**src/rtl/core/decimal_integer_formatter_core_macros.svh**
```systemverilog
// assertion macros for the decimal integer formatter core
`ifndef DECIMAL_INTEGER_FORMATTER_CORE_MACROS_SVH
`define DECIMAL_INTEGER_FORMATTER_CORE_MACROS_SVH

// same-cycle implication
`define DIF_ASSERT_NOW(label, clk, rst, ante, cons) \
   label: assert property (@(posedge clk) disable iff (rst) (ante) |-> (cons)) \
      else $error("dif assertion failed");

// next-cycle implication
`define DIF_ASSERT_NEXT(label, clk, rst, ante, cons) \
   label: assert property (@(posedge clk) disable iff (rst) (ante) |=> (cons)) \
      else $error("dif assertion failed");

`endif

```
**src/rtl/core/dif_pkg.sv**
```systemverilog
// shared types, constants and microcode encodings for the decimal integer formatter
package dif_pkg;

   localparam int MAX_FIELD_DEFAULT = 64;
   localparam int MAX_DIGITS        = 10;
   localparam int DIGIT_BITS        = 4;

   localparam logic [31:0] RECIP10 = 32'hCCCCCCCD;
   localparam int          RECIP_SHIFT = 35;

   localparam logic [7:0] CH_ZERO  = 8'h30;
   localparam logic [7:0] CH_SPACE = 8'h20;
   localparam logic [7:0] CH_PLUS  = 8'h2B;
   localparam logic [7:0] CH_MINUS = 8'h2D;

   localparam logic OP_SIGNED   = 1'b0;
   localparam logic OP_UNSIGNED = 1'b1;

   typedef enum logic [2:0] {
      FLAG_NONE  = 3'd0,
      FLAG_LEFT  = 3'd1,
      FLAG_PLUS  = 3'd2,
      FLAG_SPACE = 3'd3,
      FLAG_ZERO  = 3'd4
   } flag_type;

   typedef struct packed {
      logic        operation;
      logic [31:0] value;
      logic        short_length;
      logic [2:0]  flag_mode;
      logic [6:0]  field_width;
      logic [5:0]  min_digits;
   } req_payload_type;

   typedef struct packed {
      logic [7:0] out_char;
      logic       last_char;
   } rsp_payload_type;

   // microcode step addresses
   typedef logic [3:0] step_type;
   localparam step_type STEP_IDLE  = 4'd0;
   localparam step_type STEP_CONV  = 4'd1;
   localparam step_type STEP_CALC  = 4'd2;
   localparam step_type STEP_LPAD  = 4'd3;
   localparam step_type STEP_SIGN  = 4'd4;
   localparam step_type STEP_ZPAD  = 4'd5;
   localparam step_type STEP_PREC  = 4'd6;
   localparam step_type STEP_DIGIT = 4'd7;
   localparam step_type STEP_RPAD  = 4'd8;

   typedef enum logic [2:0] {
      DP_HOLD,
      DP_LOAD,
      DP_CONV,
      DP_CALC,
      DP_EMIT
   } dp_op_type;

   typedef enum logic [1:0] {
      CS_SPACE,
      CS_ZERO,
      CS_SIGN,
      CS_DIGIT
   } char_sel_type;

   typedef enum logic [1:0] {
      CNT_PAD,
      CNT_SIGN,
      CNT_ZEROS,
      CNT_DIGITS
   } cnt_sel_type;

   typedef enum logic [1:0] {
      GATE_ALL,
      GATE_LEAD,
      GATE_ZERO,
      GATE_RIGHT
   } gate_type;

   typedef enum logic [1:0] {
      JC_START,
      JC_CONV,
      JC_PHASE,
      JC_ALWAYS
   } jump_cond_type;

   typedef struct packed {
      dp_op_type     dp_op;
      char_sel_type  char_sel;
      cnt_sel_type   cnt_sel;
      gate_type      gate;
      jump_cond_type jump_cond;
      step_type      target;
   } ctrl_word_type;

   typedef struct packed {
      logic conv_done;
      logic phase_done;
   } dp_status_type;

endpackage

```
**src/rtl/core/dif_sequencer.sv**
```systemverilog
// step counter with conditional jumps
module dif_sequencer (
   input  logic                   clock,
   input  logic                   reset,
   input  logic                   start,
   input  dif_pkg::ctrl_word_type ctrl_word,
   input  dif_pkg::dp_status_type status,
   output dif_pkg::step_type      step,
   output logic                   busy
);

   dif_pkg::step_type step_ff;
   dif_pkg::step_type step_in;
   logic              take;

   always_comb begin
      case (ctrl_word.jump_cond)
         dif_pkg::JC_START:  take = start;
         dif_pkg::JC_CONV:   take = status.conv_done;
         dif_pkg::JC_PHASE:  take = status.phase_done;
         dif_pkg::JC_ALWAYS: take = 1'b1;
         default:            take = 1'b1;
      endcase
      step_in = take ? ctrl_word.target : step_ff;
   end

   always_ff @(posedge clock) begin
      if (reset) begin
         step_ff <= dif_pkg::STEP_IDLE;
      end else begin
         step_ff <= step_in;
      end
   end

   assign step = step_ff;
   assign busy = (step_ff != dif_pkg::STEP_IDLE);

endmodule

```
**config.mk**
```make
export PLATFORM = sky130hd
export DESIGN_NAME = dif_sequencer
export DESIGN_NICKNAME = d
export VERILOG_FILES = /design/src/rtl/core/decimal_integer_formatter_core_macros.svh /design/src/rtl/core/dif_pkg.sv /design/src/rtl/core/dif_sequencer.sv
export SDC_FILE = /design/constraint.sdc
export NUM_CORES = 1
export LEC_CHECK = 0
export ABC_AREA = 1
export BUFFER_PORTS_ARGS = -buffer_cell sky130_fd_sc_hd__buf_2
export CAP_MARGIN = 40
export CORE_AREA = 3 3 40 42
export CTS_CLUSTER_DIAMETER = 150
export DETAILED_ROUTE_END_ITERATION = 12
export DIE_AREA = 0 0 43 45
export MAX_ROUTING_LAYER = met4
export PLACE_DENSITY = 0.47
export SETUP_SLACK_MARGIN = 0.4
export SYNTH_ARGS = -nofsm -noshare
export SYNTH_HDL_FRONTEND = slang
export SYNTH_SLANG_ARGS = --single-unit
export TNS_END_PERCENT = 5
```
**constraint.sdc**
```tcl
create_clock -name clock -period 0.8 [get_ports clock]
set_input_delay 0.16 -clock clock [delete_from_list [all_inputs] [get_ports clock]]
set_output_delay 0.16 -clock clock [all_outputs]
set_load 0.02 [all_outputs]
```
==> results by group <==
Worst setup path
  – Setup Crit Path Kind: flip-flop to output pin
  – CP endpoint kind: output pin
  – Family with the most delay on the worst path: flip-flops
  – Critical Path Max Stage Delay: 0.34 ns
  – Reg2Reg Depth: 4
  – CP Cell Sequence: inv_2 > nand4_1 > buf_2
  – Worst Path Arrival: roughly 0.88 ns
  – CP startpoint kind: flip-flop
  – Critical Path Slowest Stage Cell: dfxtp_4
  – Required time of the critical path: 0.64 ns
  – CP Buf/Inv Count: 2
  – Crit-path max FO: 2
  – Stages on worst setup path: 3

Global routing
  – GRT Total Usage: roughly 8%
  – First-pass GRT wire length: 1050 µm
  – Initial antenna violation count: 0
  – Largest net degree at the start of global routing: 9
  – Vias in the first global route: 263
  – Remaining global-route overflow: 0

Cells and area
  – Layout cells sized above 1: 59.6%
  – Commonest non-fill, non-tap cell in the layout: buf_2
  – Post-route cell area: 374 µm²
  – Synth-to-Final Area Change: 60.8%
  – FILL cells: approximately 150
  – Final #Nets: 74
  – Most frequent cells in the layout: buf_2, nand2_1
  – Max reg flops: 4
  – # diodes: 0

Logic synthesis
  – Register area share after synthesis: between 30% and 40%
  – Synth top area share: about 34%
  – Area contributors post-synth: dfxtp_1, a21oi_1, nand3_1
  – Mapped cell area: 233 µm²
  – Cells after synthesis: 34
  – Ys Warns: 0
  – Syn Nets: 54
  – Netlist cell types: 12
  – Avg Inst Size Synth: 6.84 µm²
  – Synth area leader: dfxtp_1
  – Synthesized flop and latch total: 4

Clock network
  – # H-tree levels: 1
  – CTS buffer count: 3
  – Sink Count: 4
  – CTS tree: yes
  – Clk buf depth: 2
  – CTS root buf: clkbuf_4
  – Worst skew pair latency: roughly 0.24 ns
  – CTS Hold Bufs: 0
  – Setup Buffers After CTS: 0
  – Clk slew on worst S/H paths: about 0.04 ns

Run
  – Max-cap violations: 0

Timing
  – Final Hold Violating Endpoints: 0
  – Hold_ws: approximately 0.15 ns
  – Post-route setup slack: -0.236 ns
  – Period utilization: 129%
  – Rel. slew slack: roughly 93%
  – # setup viols final: 5
  – Worst Clk Skew: 0 ns
  – Max-slew violations: 0
  – Worst slew pin tran: about 0.11 ns
  – Unrepaired setup endpoints after global routing: true
  – Fin crit period: 1.04 ns
  – Max Clock Freq: roughly 970 MHz

Power and ir drop
  – Power Dens Cells: roughly 1800 nW/µm²
  – Worst VDD drop: a little under 0.7 mV
  – Leak pwr: 0.199 nW

Placement
  – PortBufs: 15
  – Gpl congestion: between 0.7 and 0.8
  – Placed instance area: roughly 340 µm²

Die
  – Die X: ~43 µm
  – Die Y: about 45 µm
  – I/O pin total: 25
  – CORE AREA: 1280 µm²
  – DIE AREA: ~1900 µm²
  – Floorplan row count: 13
  – Initial core utilization: 18.1%

Detailed routing
  – Post-DR wirelength/cell: about 9 µm
  – Routed wire length: 605 µm
  – Post-DR vias/cell: 4.18
  – DR pass1 iterations: 4
  – Vias: 280
  – ANT nets after route: 0
  – DRT iter0 DRCs: 3
  – DRC: 0

Min path
  – Worst min path class: primary input to flip-flop
  – Hold Crit Depth: 3

Run status
  – Status: complete, but fails checks
  – Failing checks: setup timing
==> layout make-up <==
| class | instances | area (µm²) | share of cell area [%] |
|---|---|---|---|
| Clock buffer | 3 | 22.5 | 6.02 |
| Inverter | 8 | 31.3 | 8.36 |
| Multi-Input combinational cell | 22 | 121 | 32.4 |
| Sequential cell | 4 | 90.1 | 24.1 |
| Tap cell | 15 | 18.8 | 5.02 |
| Timing Repair Buffer | 15 | 90.1 | 24.1 |
==> cells in the mapped netlist <==
| cell type | n |
|---|---|
| nand2_1 | 5 |
| inv_1 | 5 |
| nand3_1 | 4 |
| nand3_4 | 1 |
| clkinv_2 | 1 |
| nand2_2 | 2 |
| nand4_1 | 1 |
| inv_2 | 2 |
| nor2_1 | 4 |
| nand2_4 | 1 |
| a21oi_1 | 4 |
| dfxtp_1 | 4 |
==> timing repair <==
item / in CTS / in global routing
endpoints found under the setup margin: 9 / 9
gates resized for setup: 3 / 2
pin swaps: 2 / 2
==> metrics by stage <==
step                      utilization, %  cells  setup slack [ns]  power [W]  setup TNS (ns)
after floorplan                        -     34            0.0120   0.000345               0
after global placement              26.2     64           0.00337   0.000408               0
after detailed placement            26.2     64          0.000128   0.000411               0
after CTS                           28.6     67            -0.253   0.000687          -0.558
after global routing                29.1     67            -0.282   0.000725          -0.606
final                               29.1     67            -0.236   0.000675          -0.464
==> layer usage <==
layer / GRT usage [%] / vias up / share of wire, %
li1: - / 146 / -
met2: 11.1 / 11 / 54
met3: 7.17 / 0 / 8.9
met4: 3.61 / 0 / 0
met1: 8.25 / 123 / 38
met5: - / - / 0
==> worst register-to-register path, cell delays in order, from the launching register on <==
cell	delay [ns]
dfxtp_4	0.34
inv_2	0.05
nand3_1	0.06
nand2_1	0.06
nor2_1	0.04
==> power by group <==
group / total, W / leakage [nW] / internal [W] / switching, W
registers: 0.000233 / 0.0350 / 0.000221 / 0.0000116
clock network: 0.000255 / 0.0138 / 0.000168 / 0.0000866
logic: 0.000188 / 0.150 / 0.0000807 / 0.000107
total: 0.000675 / 0.199 / 0.000470 / 0.000205
==> path summary, 6_finish.rpt <==
kind	startpoint	to	slack [ns]
max reg2reg	step[1]	step[1]	0.14
max	step[1]	busy	-0.24
min	ctrl_word[0]	step[0]	0.15
min reg2reg	step[2]	step[2]	0.57
==> kinds of logic after synthesis <==
| kind of cell | after synthesis | share of synthesized area [%] |
|---|---|---|
| buffers and inverters | 8 | 13.4 |
| AOI/OAI and AO/OA | 4 | 8.60 |
| and+or+nand+nor | 18 | 43.5 |
| DFF | 4 | 34.4 |
(Power assumes the default switching activity.)
