$ cat src/rtl/core/decimal_integer_formatter_core_macros.svh
// assertion macros for the decimal integer formatter core
`ifndef DECIMAL_INTEGER_FORMATTER_CORE_MACROS_SVH
`define DECIMAL_INTEGER_FORMATTER_CORE_MACROS_SVH

// same-cycle implication
`define DIF_ASSERT_NOW(label, clk, rst, ante, cons) \
   label: assert property (@(posedge clk) disable iff (rst) (ante) |-> (cons)) \
      else $error("dif assertion failed");

// next-cycle implication
`define DIF_ASSERT_NEXT(label, clk, rst, ante, cons) \
   label: assert property (@(posedge clk) disable iff (rst) (ante) |=> (cons)) \
      else $error("dif assertion failed");

`endif

$ cat src/rtl/core/dif_pkg.sv
// shared types, constants and microcode encodings for the decimal integer formatter
package dif_pkg;

   localparam int MAX_FIELD_DEFAULT = 64;
   localparam int MAX_DIGITS        = 10;
   localparam int DIGIT_BITS        = 4;

   localparam logic [31:0] RECIP10 = 32'hCCCCCCCD;
   localparam int          RECIP_SHIFT = 35;

   localparam logic [7:0] CH_ZERO  = 8'h30;
   localparam logic [7:0] CH_SPACE = 8'h20;
   localparam logic [7:0] CH_PLUS  = 8'h2B;
   localparam logic [7:0] CH_MINUS = 8'h2D;

   localparam logic OP_SIGNED   = 1'b0;
   localparam logic OP_UNSIGNED = 1'b1;

   typedef enum logic [2:0] {
      FLAG_NONE  = 3'd0,
      FLAG_LEFT  = 3'd1,
      FLAG_PLUS  = 3'd2,
      FLAG_SPACE = 3'd3,
      FLAG_ZERO  = 3'd4
   } flag_type;

   typedef struct packed {
      logic        operation;
      logic [31:0] value;
      logic        short_length;
      logic [2:0]  flag_mode;
      logic [6:0]  field_width;
      logic [5:0]  min_digits;
   } req_payload_type;

   typedef struct packed {
      logic [7:0] out_char;
      logic       last_char;
   } rsp_payload_type;

   // microcode step addresses
   typedef logic [3:0] step_type;
   localparam step_type STEP_IDLE  = 4'd0;
   localparam step_type STEP_CONV  = 4'd1;
   localparam step_type STEP_CALC  = 4'd2;
   localparam step_type STEP_LPAD  = 4'd3;
   localparam step_type STEP_SIGN  = 4'd4;
   localparam step_type STEP_ZPAD  = 4'd5;
   localparam step_type STEP_PREC  = 4'd6;
   localparam step_type STEP_DIGIT = 4'd7;
   localparam step_type STEP_RPAD  = 4'd8;

   typedef enum logic [2:0] {
      DP_HOLD,
      DP_LOAD,
      DP_CONV,
      DP_CALC,
      DP_EMIT
   } dp_op_type;

   typedef enum logic [1:0] {
      CS_SPACE,
      CS_ZERO,
      CS_SIGN,
      CS_DIGIT
   } char_sel_type;

   typedef enum logic [1:0] {
      CNT_PAD,
      CNT_SIGN,
      CNT_ZEROS,
      CNT_DIGITS
   } cnt_sel_type;

   typedef enum logic [1:0] {
      GATE_ALL,
      GATE_LEAD,
      GATE_ZERO,
      GATE_RIGHT
   } gate_type;

   typedef enum logic [1:0] {
      JC_START,
      JC_CONV,
      JC_PHASE,
      JC_ALWAYS
   } jump_cond_type;

   typedef struct packed {
      dp_op_type     dp_op;
      char_sel_type  char_sel;
      cnt_sel_type   cnt_sel;
      gate_type      gate;
      jump_cond_type jump_cond;
      step_type      target;
   } ctrl_word_type;

   typedef struct packed {
      logic conv_done;
      logic phase_done;
   } dp_status_type;

endpackage

$ cat src/rtl/core/dif_ucode_rom.sv
// control store: one control word per microcode step
module dif_ucode_rom (
   input  dif_pkg::step_type      step,
   output dif_pkg::ctrl_word_type ctrl_word
);

   always_comb begin
      case (step)
         dif_pkg::STEP_IDLE:  ctrl_word = '{dif_pkg::DP_LOAD, dif_pkg::CS_SPACE,
            dif_pkg::CNT_PAD, dif_pkg::GATE_ALL, dif_pkg::JC_START, dif_pkg::STEP_CONV};
         dif_pkg::STEP_CONV:  ctrl_word = '{dif_pkg::DP_CONV, dif_pkg::CS_SPACE,
            dif_pkg::CNT_PAD, dif_pkg::GATE_ALL, dif_pkg::JC_CONV, dif_pkg::STEP_CALC};
         dif_pkg::STEP_CALC:  ctrl_word = '{dif_pkg::DP_CALC, dif_pkg::CS_SPACE,
            dif_pkg::CNT_PAD, dif_pkg::GATE_ALL, dif_pkg::JC_ALWAYS, dif_pkg::STEP_LPAD};
         dif_pkg::STEP_LPAD:  ctrl_word = '{dif_pkg::DP_EMIT, dif_pkg::CS_SPACE,
            dif_pkg::CNT_PAD, dif_pkg::GATE_LEAD, dif_pkg::JC_PHASE, dif_pkg::STEP_SIGN};
         dif_pkg::STEP_SIGN:  ctrl_word = '{dif_pkg::DP_EMIT, dif_pkg::CS_SIGN,
            dif_pkg::CNT_SIGN, dif_pkg::GATE_ALL, dif_pkg::JC_PHASE, dif_pkg::STEP_ZPAD};
         dif_pkg::STEP_ZPAD:  ctrl_word = '{dif_pkg::DP_EMIT, dif_pkg::CS_ZERO,
            dif_pkg::CNT_PAD, dif_pkg::GATE_ZERO, dif_pkg::JC_PHASE, dif_pkg::STEP_PREC};
         dif_pkg::STEP_PREC:  ctrl_word = '{dif_pkg::DP_EMIT, dif_pkg::CS_ZERO,
            dif_pkg::CNT_ZEROS, dif_pkg::GATE_ALL, dif_pkg::JC_PHASE, dif_pkg::STEP_DIGIT};
         dif_pkg::STEP_DIGIT: ctrl_word = '{dif_pkg::DP_EMIT, dif_pkg::CS_DIGIT,
            dif_pkg::CNT_DIGITS, dif_pkg::GATE_ALL, dif_pkg::JC_PHASE, dif_pkg::STEP_RPAD};
         dif_pkg::STEP_RPAD:  ctrl_word = '{dif_pkg::DP_EMIT, dif_pkg::CS_SPACE,
            dif_pkg::CNT_PAD, dif_pkg::GATE_RIGHT, dif_pkg::JC_PHASE, dif_pkg::STEP_IDLE};
         default:             ctrl_word = '{dif_pkg::DP_HOLD, dif_pkg::CS_SPACE,
            dif_pkg::CNT_PAD, dif_pkg::GATE_ALL, dif_pkg::JC_ALWAYS, dif_pkg::STEP_IDLE};
      endcase
   end

endmodule

$ cat config.mk
export PLATFORM = sky130hd
export DESIGN_NAME = dif_ucode_rom
export DESIGN_NICKNAME = d
export VERILOG_FILES = /design/src/rtl/core/decimal_integer_formatter_core_macros.svh /design/src/rtl/core/dif_pkg.sv /design/src/rtl/core/dif_ucode_rom.sv
export SDC_FILE = /design/constraint.sdc
export NUM_CORES = 1
export LEC_CHECK = 0
export BUFFER_PORTS_ARGS = -buffer_cell sky130_fd_sc_hd__buf_2
export CORE_AREA = 2 2 39 41
export DETAILED_ROUTE_END_ITERATION = 8
export DIE_AREA = 0 0 41 43
export GPL_ROUTABILITY_DRIVEN = 0
export SYNTH_ARGS = -nofsm -noshare
export SYNTH_HDL_FRONTEND = slang
export SYNTH_SLANG_ARGS = --single-unit
export TNS_END_PERCENT = 30
$ cat constraint.sdc
create_clock -name vclk -period 1.55
set_input_delay 0.0775 -clock vclk [all_inputs]
set_output_delay 0.0775 -clock vclk [all_outputs]
set_load 0.005 [all_outputs]
==> impl_metrics.yaml <==
outcome:
  status: "finished, final reports clean"
synth:
  synth_top_cell_area_share_pct: 23.39
  yosys-top-cells-count: "nor2_1, ha_1, inv_1"
  yosysUniqueCellTypes: 17
  synth-simple-area-share_pct: 41.52
  synth_compound_area_share_pct: 12.87
  synth_mux_area_share_pct: 4.678
  seq_area_frac_synth_pct: 0
  synthesis.area_um2: 214.0
  synthAdderAreaFrac_pct: 23.39
  synthTopCellsByArea: "ha_1, nor2_1, and2b_1"
  synth_xor_area_share_pct: 0
  syn_nets: 38
  yosysMostFrequentCell: "nor2_1"
  syn_avg_cell_area_um2: 7.132
  yosys.area.top_type: "ha_1"
  yosys_warnings: 0
  synth_top_family_by_area: "simple AND/OR/NAND/NOR gates"
  postSynthCellCount: 30
drt:
  drcViolationCount: 0
  vias_per_cell: 3.871
  route.met3.wl_um: 47
  dr.max_layer_used: "met3"
  routed_wl_um: 525
  final_antenna_net_count: 0
  drt-initial-drc-count: 2
  drt_first_pass_iters: 2
  met2_length_um: 249
  wl_met1_um: 228
  vias: 240
  wl_per_cell_um: 8.468
clocking:
  post_cts.repair.setup_buffers: 0
  postCtsResizedCells: 0
  cts-hold-fix-buffers: 0
global_routing:
  gr-total-overflow: 0
  antenna_found_initial: 0
  grt_max_degree: 13
  gr-usage-all-layers_pct: 5.694
  grt_pass1_wl_um: 759
  grt_pass1_vias: 185
sta:
  hold_viol: 0
  setup_ws_ns: 0.5142
  setup_viol: 0
  min_period_over_period_pct: 66.83
  tightest_slew_ns: 0.1906
  slew_headroom_pct: 87.29
  period_needed_ns: 1.036
  fin_setup_tns_ns: 0
  rsz0062_at_grt: "false"
  hold_ws_ns: 0.4642
  fmax_mhz: 965.4
  finalMaxSlewViolations: 0
final_layout:
  design.seq.count: 0
  finish.utilization_pct: 21.88
  area_growth_pct: 41.52
  drive_above_1_share_pct: 43.48
  seqCellArea_um2: 0
  clock_buffers: 0
  final_net_count: 56
  antennaDiodeCount: 0
setup_path:
  cp_common_cell: "buf_2"
  critPathArrivalTime_ns: 0.96
  timing.critical_path.cells: "buf_2 > inv_1 > ha_1 > and3b_1 > o21bai_1 > buf_2"
  crit_type: "input pin to primary output"
  startpoint: "step[0]"
  critPathCapture: "ctrl_word[14]"
  slowest_stage: "ha_1"
  start_kind: "input pin"
  worstPathRequired_ns: 1.47
  cp_max_fo: 6
  endpoint_kind: "primary output"
  max_stage_delay_ns: 0.21
placement:
  place_ws_ns: 0.5039
  port_buffers: 19
  dp_hpwl_um: 448.4
floorplanning:
  dieHeight_um: 43
  initial_utilization_pct: 15.46
  die_w_um: 41
  core_area_mm2: 0.001384
  io_pins: 19
  die_area_mm2: 0.001763
  row_count: 14
flow_run:
  cap_violations: 0
pwr:
  p_sw_share_pct: 50.74
  vdd_ir_drop_max_mv: 0.06201
  clkPwrFrac_pct: 0
  p_int_uw: 34.11
  p_leak_nw: 0.1983
  powerDensity_mw_per_mm2: 228.7
  power_uw: 69.25
  pwr-share-comb_pct: 100.0
  switching_power_uw: 35.14
  power_frac_seq_pct: 0
worst_hold_path:
  hold_path_class: "input pin to primary output"
-- power groups by stage --
stage | clock network, mW | registers [mW] | logic (mW)
global route | 0 | 0 | 0.0775
CTS | 0 | 0 | 0.0708
finish | 0 | 0 | 0.0692
detailed placement | 0 | 0 | 0.0707
global placement | 0 | 0 | 0.0700
floorplan | 0 | 0 | 0.0439
-- worst min-delay path by stage --
stage	startpoint	to	cells after the start
after floorplan	step[0]	ctrl_word[0]	1
after detailed placement	step[0]	ctrl_word[0]	3
final	step[0]	ctrl_word[0]	3
after global placement	step[0]	ctrl_word[0]	3
after global routing	step[0]	ctrl_word[0]	3
after CTS	step[0]	ctrl_word[0]	3
-- cell families after synthesis --
family	Yosys count
compound gates	4
buf+inv	6
simple gates	15
fa+ha+maj	4
mux	1
-- layout make-up --
class,count,area (um2)
Fill cell,166,1081
Multi-Input combinational cell,24,176.4
Timing Repair Buffer,19,95.09
Tap cell,16,20.02
Inverter,3,11.26
-- cells in the final DEF (no fill, tap or decap), types with 2 or more instances in the layout --
master | Yosys | final
inv_1 | 3 | 3
nand2b_1 | 2 | 2
ha_1 | 4 | 4
nor2_1 | 6 | 6
and2b_1 | 2 | 2
buf_2 | 0 | 19
-- stage by stage --
step,cells,cell area [um2]
2_1_floorplan,30,214.0
3_3_place_gp,62,302.8
3_5_place_dp,62,302.8
4_1_cts,62,302.8
5_1_grt,62,302.8
6_report,62,302.8
-- worst max-delay path: cells and delay by family --
kind	cells	cell delay, ns
buffers and inverters	3	0.32
adders and majority gates	1	0.21
and+or+nand+nor	1	0.19
AOI/OAI and AO/OA	1	0.16
-- routing by layer --
layer | up-vias | track usage (%)
met5 | - | 0
met4 | 0 | 0
met3 | 0 | 0
met2 | 9 | 10.00
met1 | 104 | 7.911
li1 | 127 | -
(Power assumes the default switching activity.)
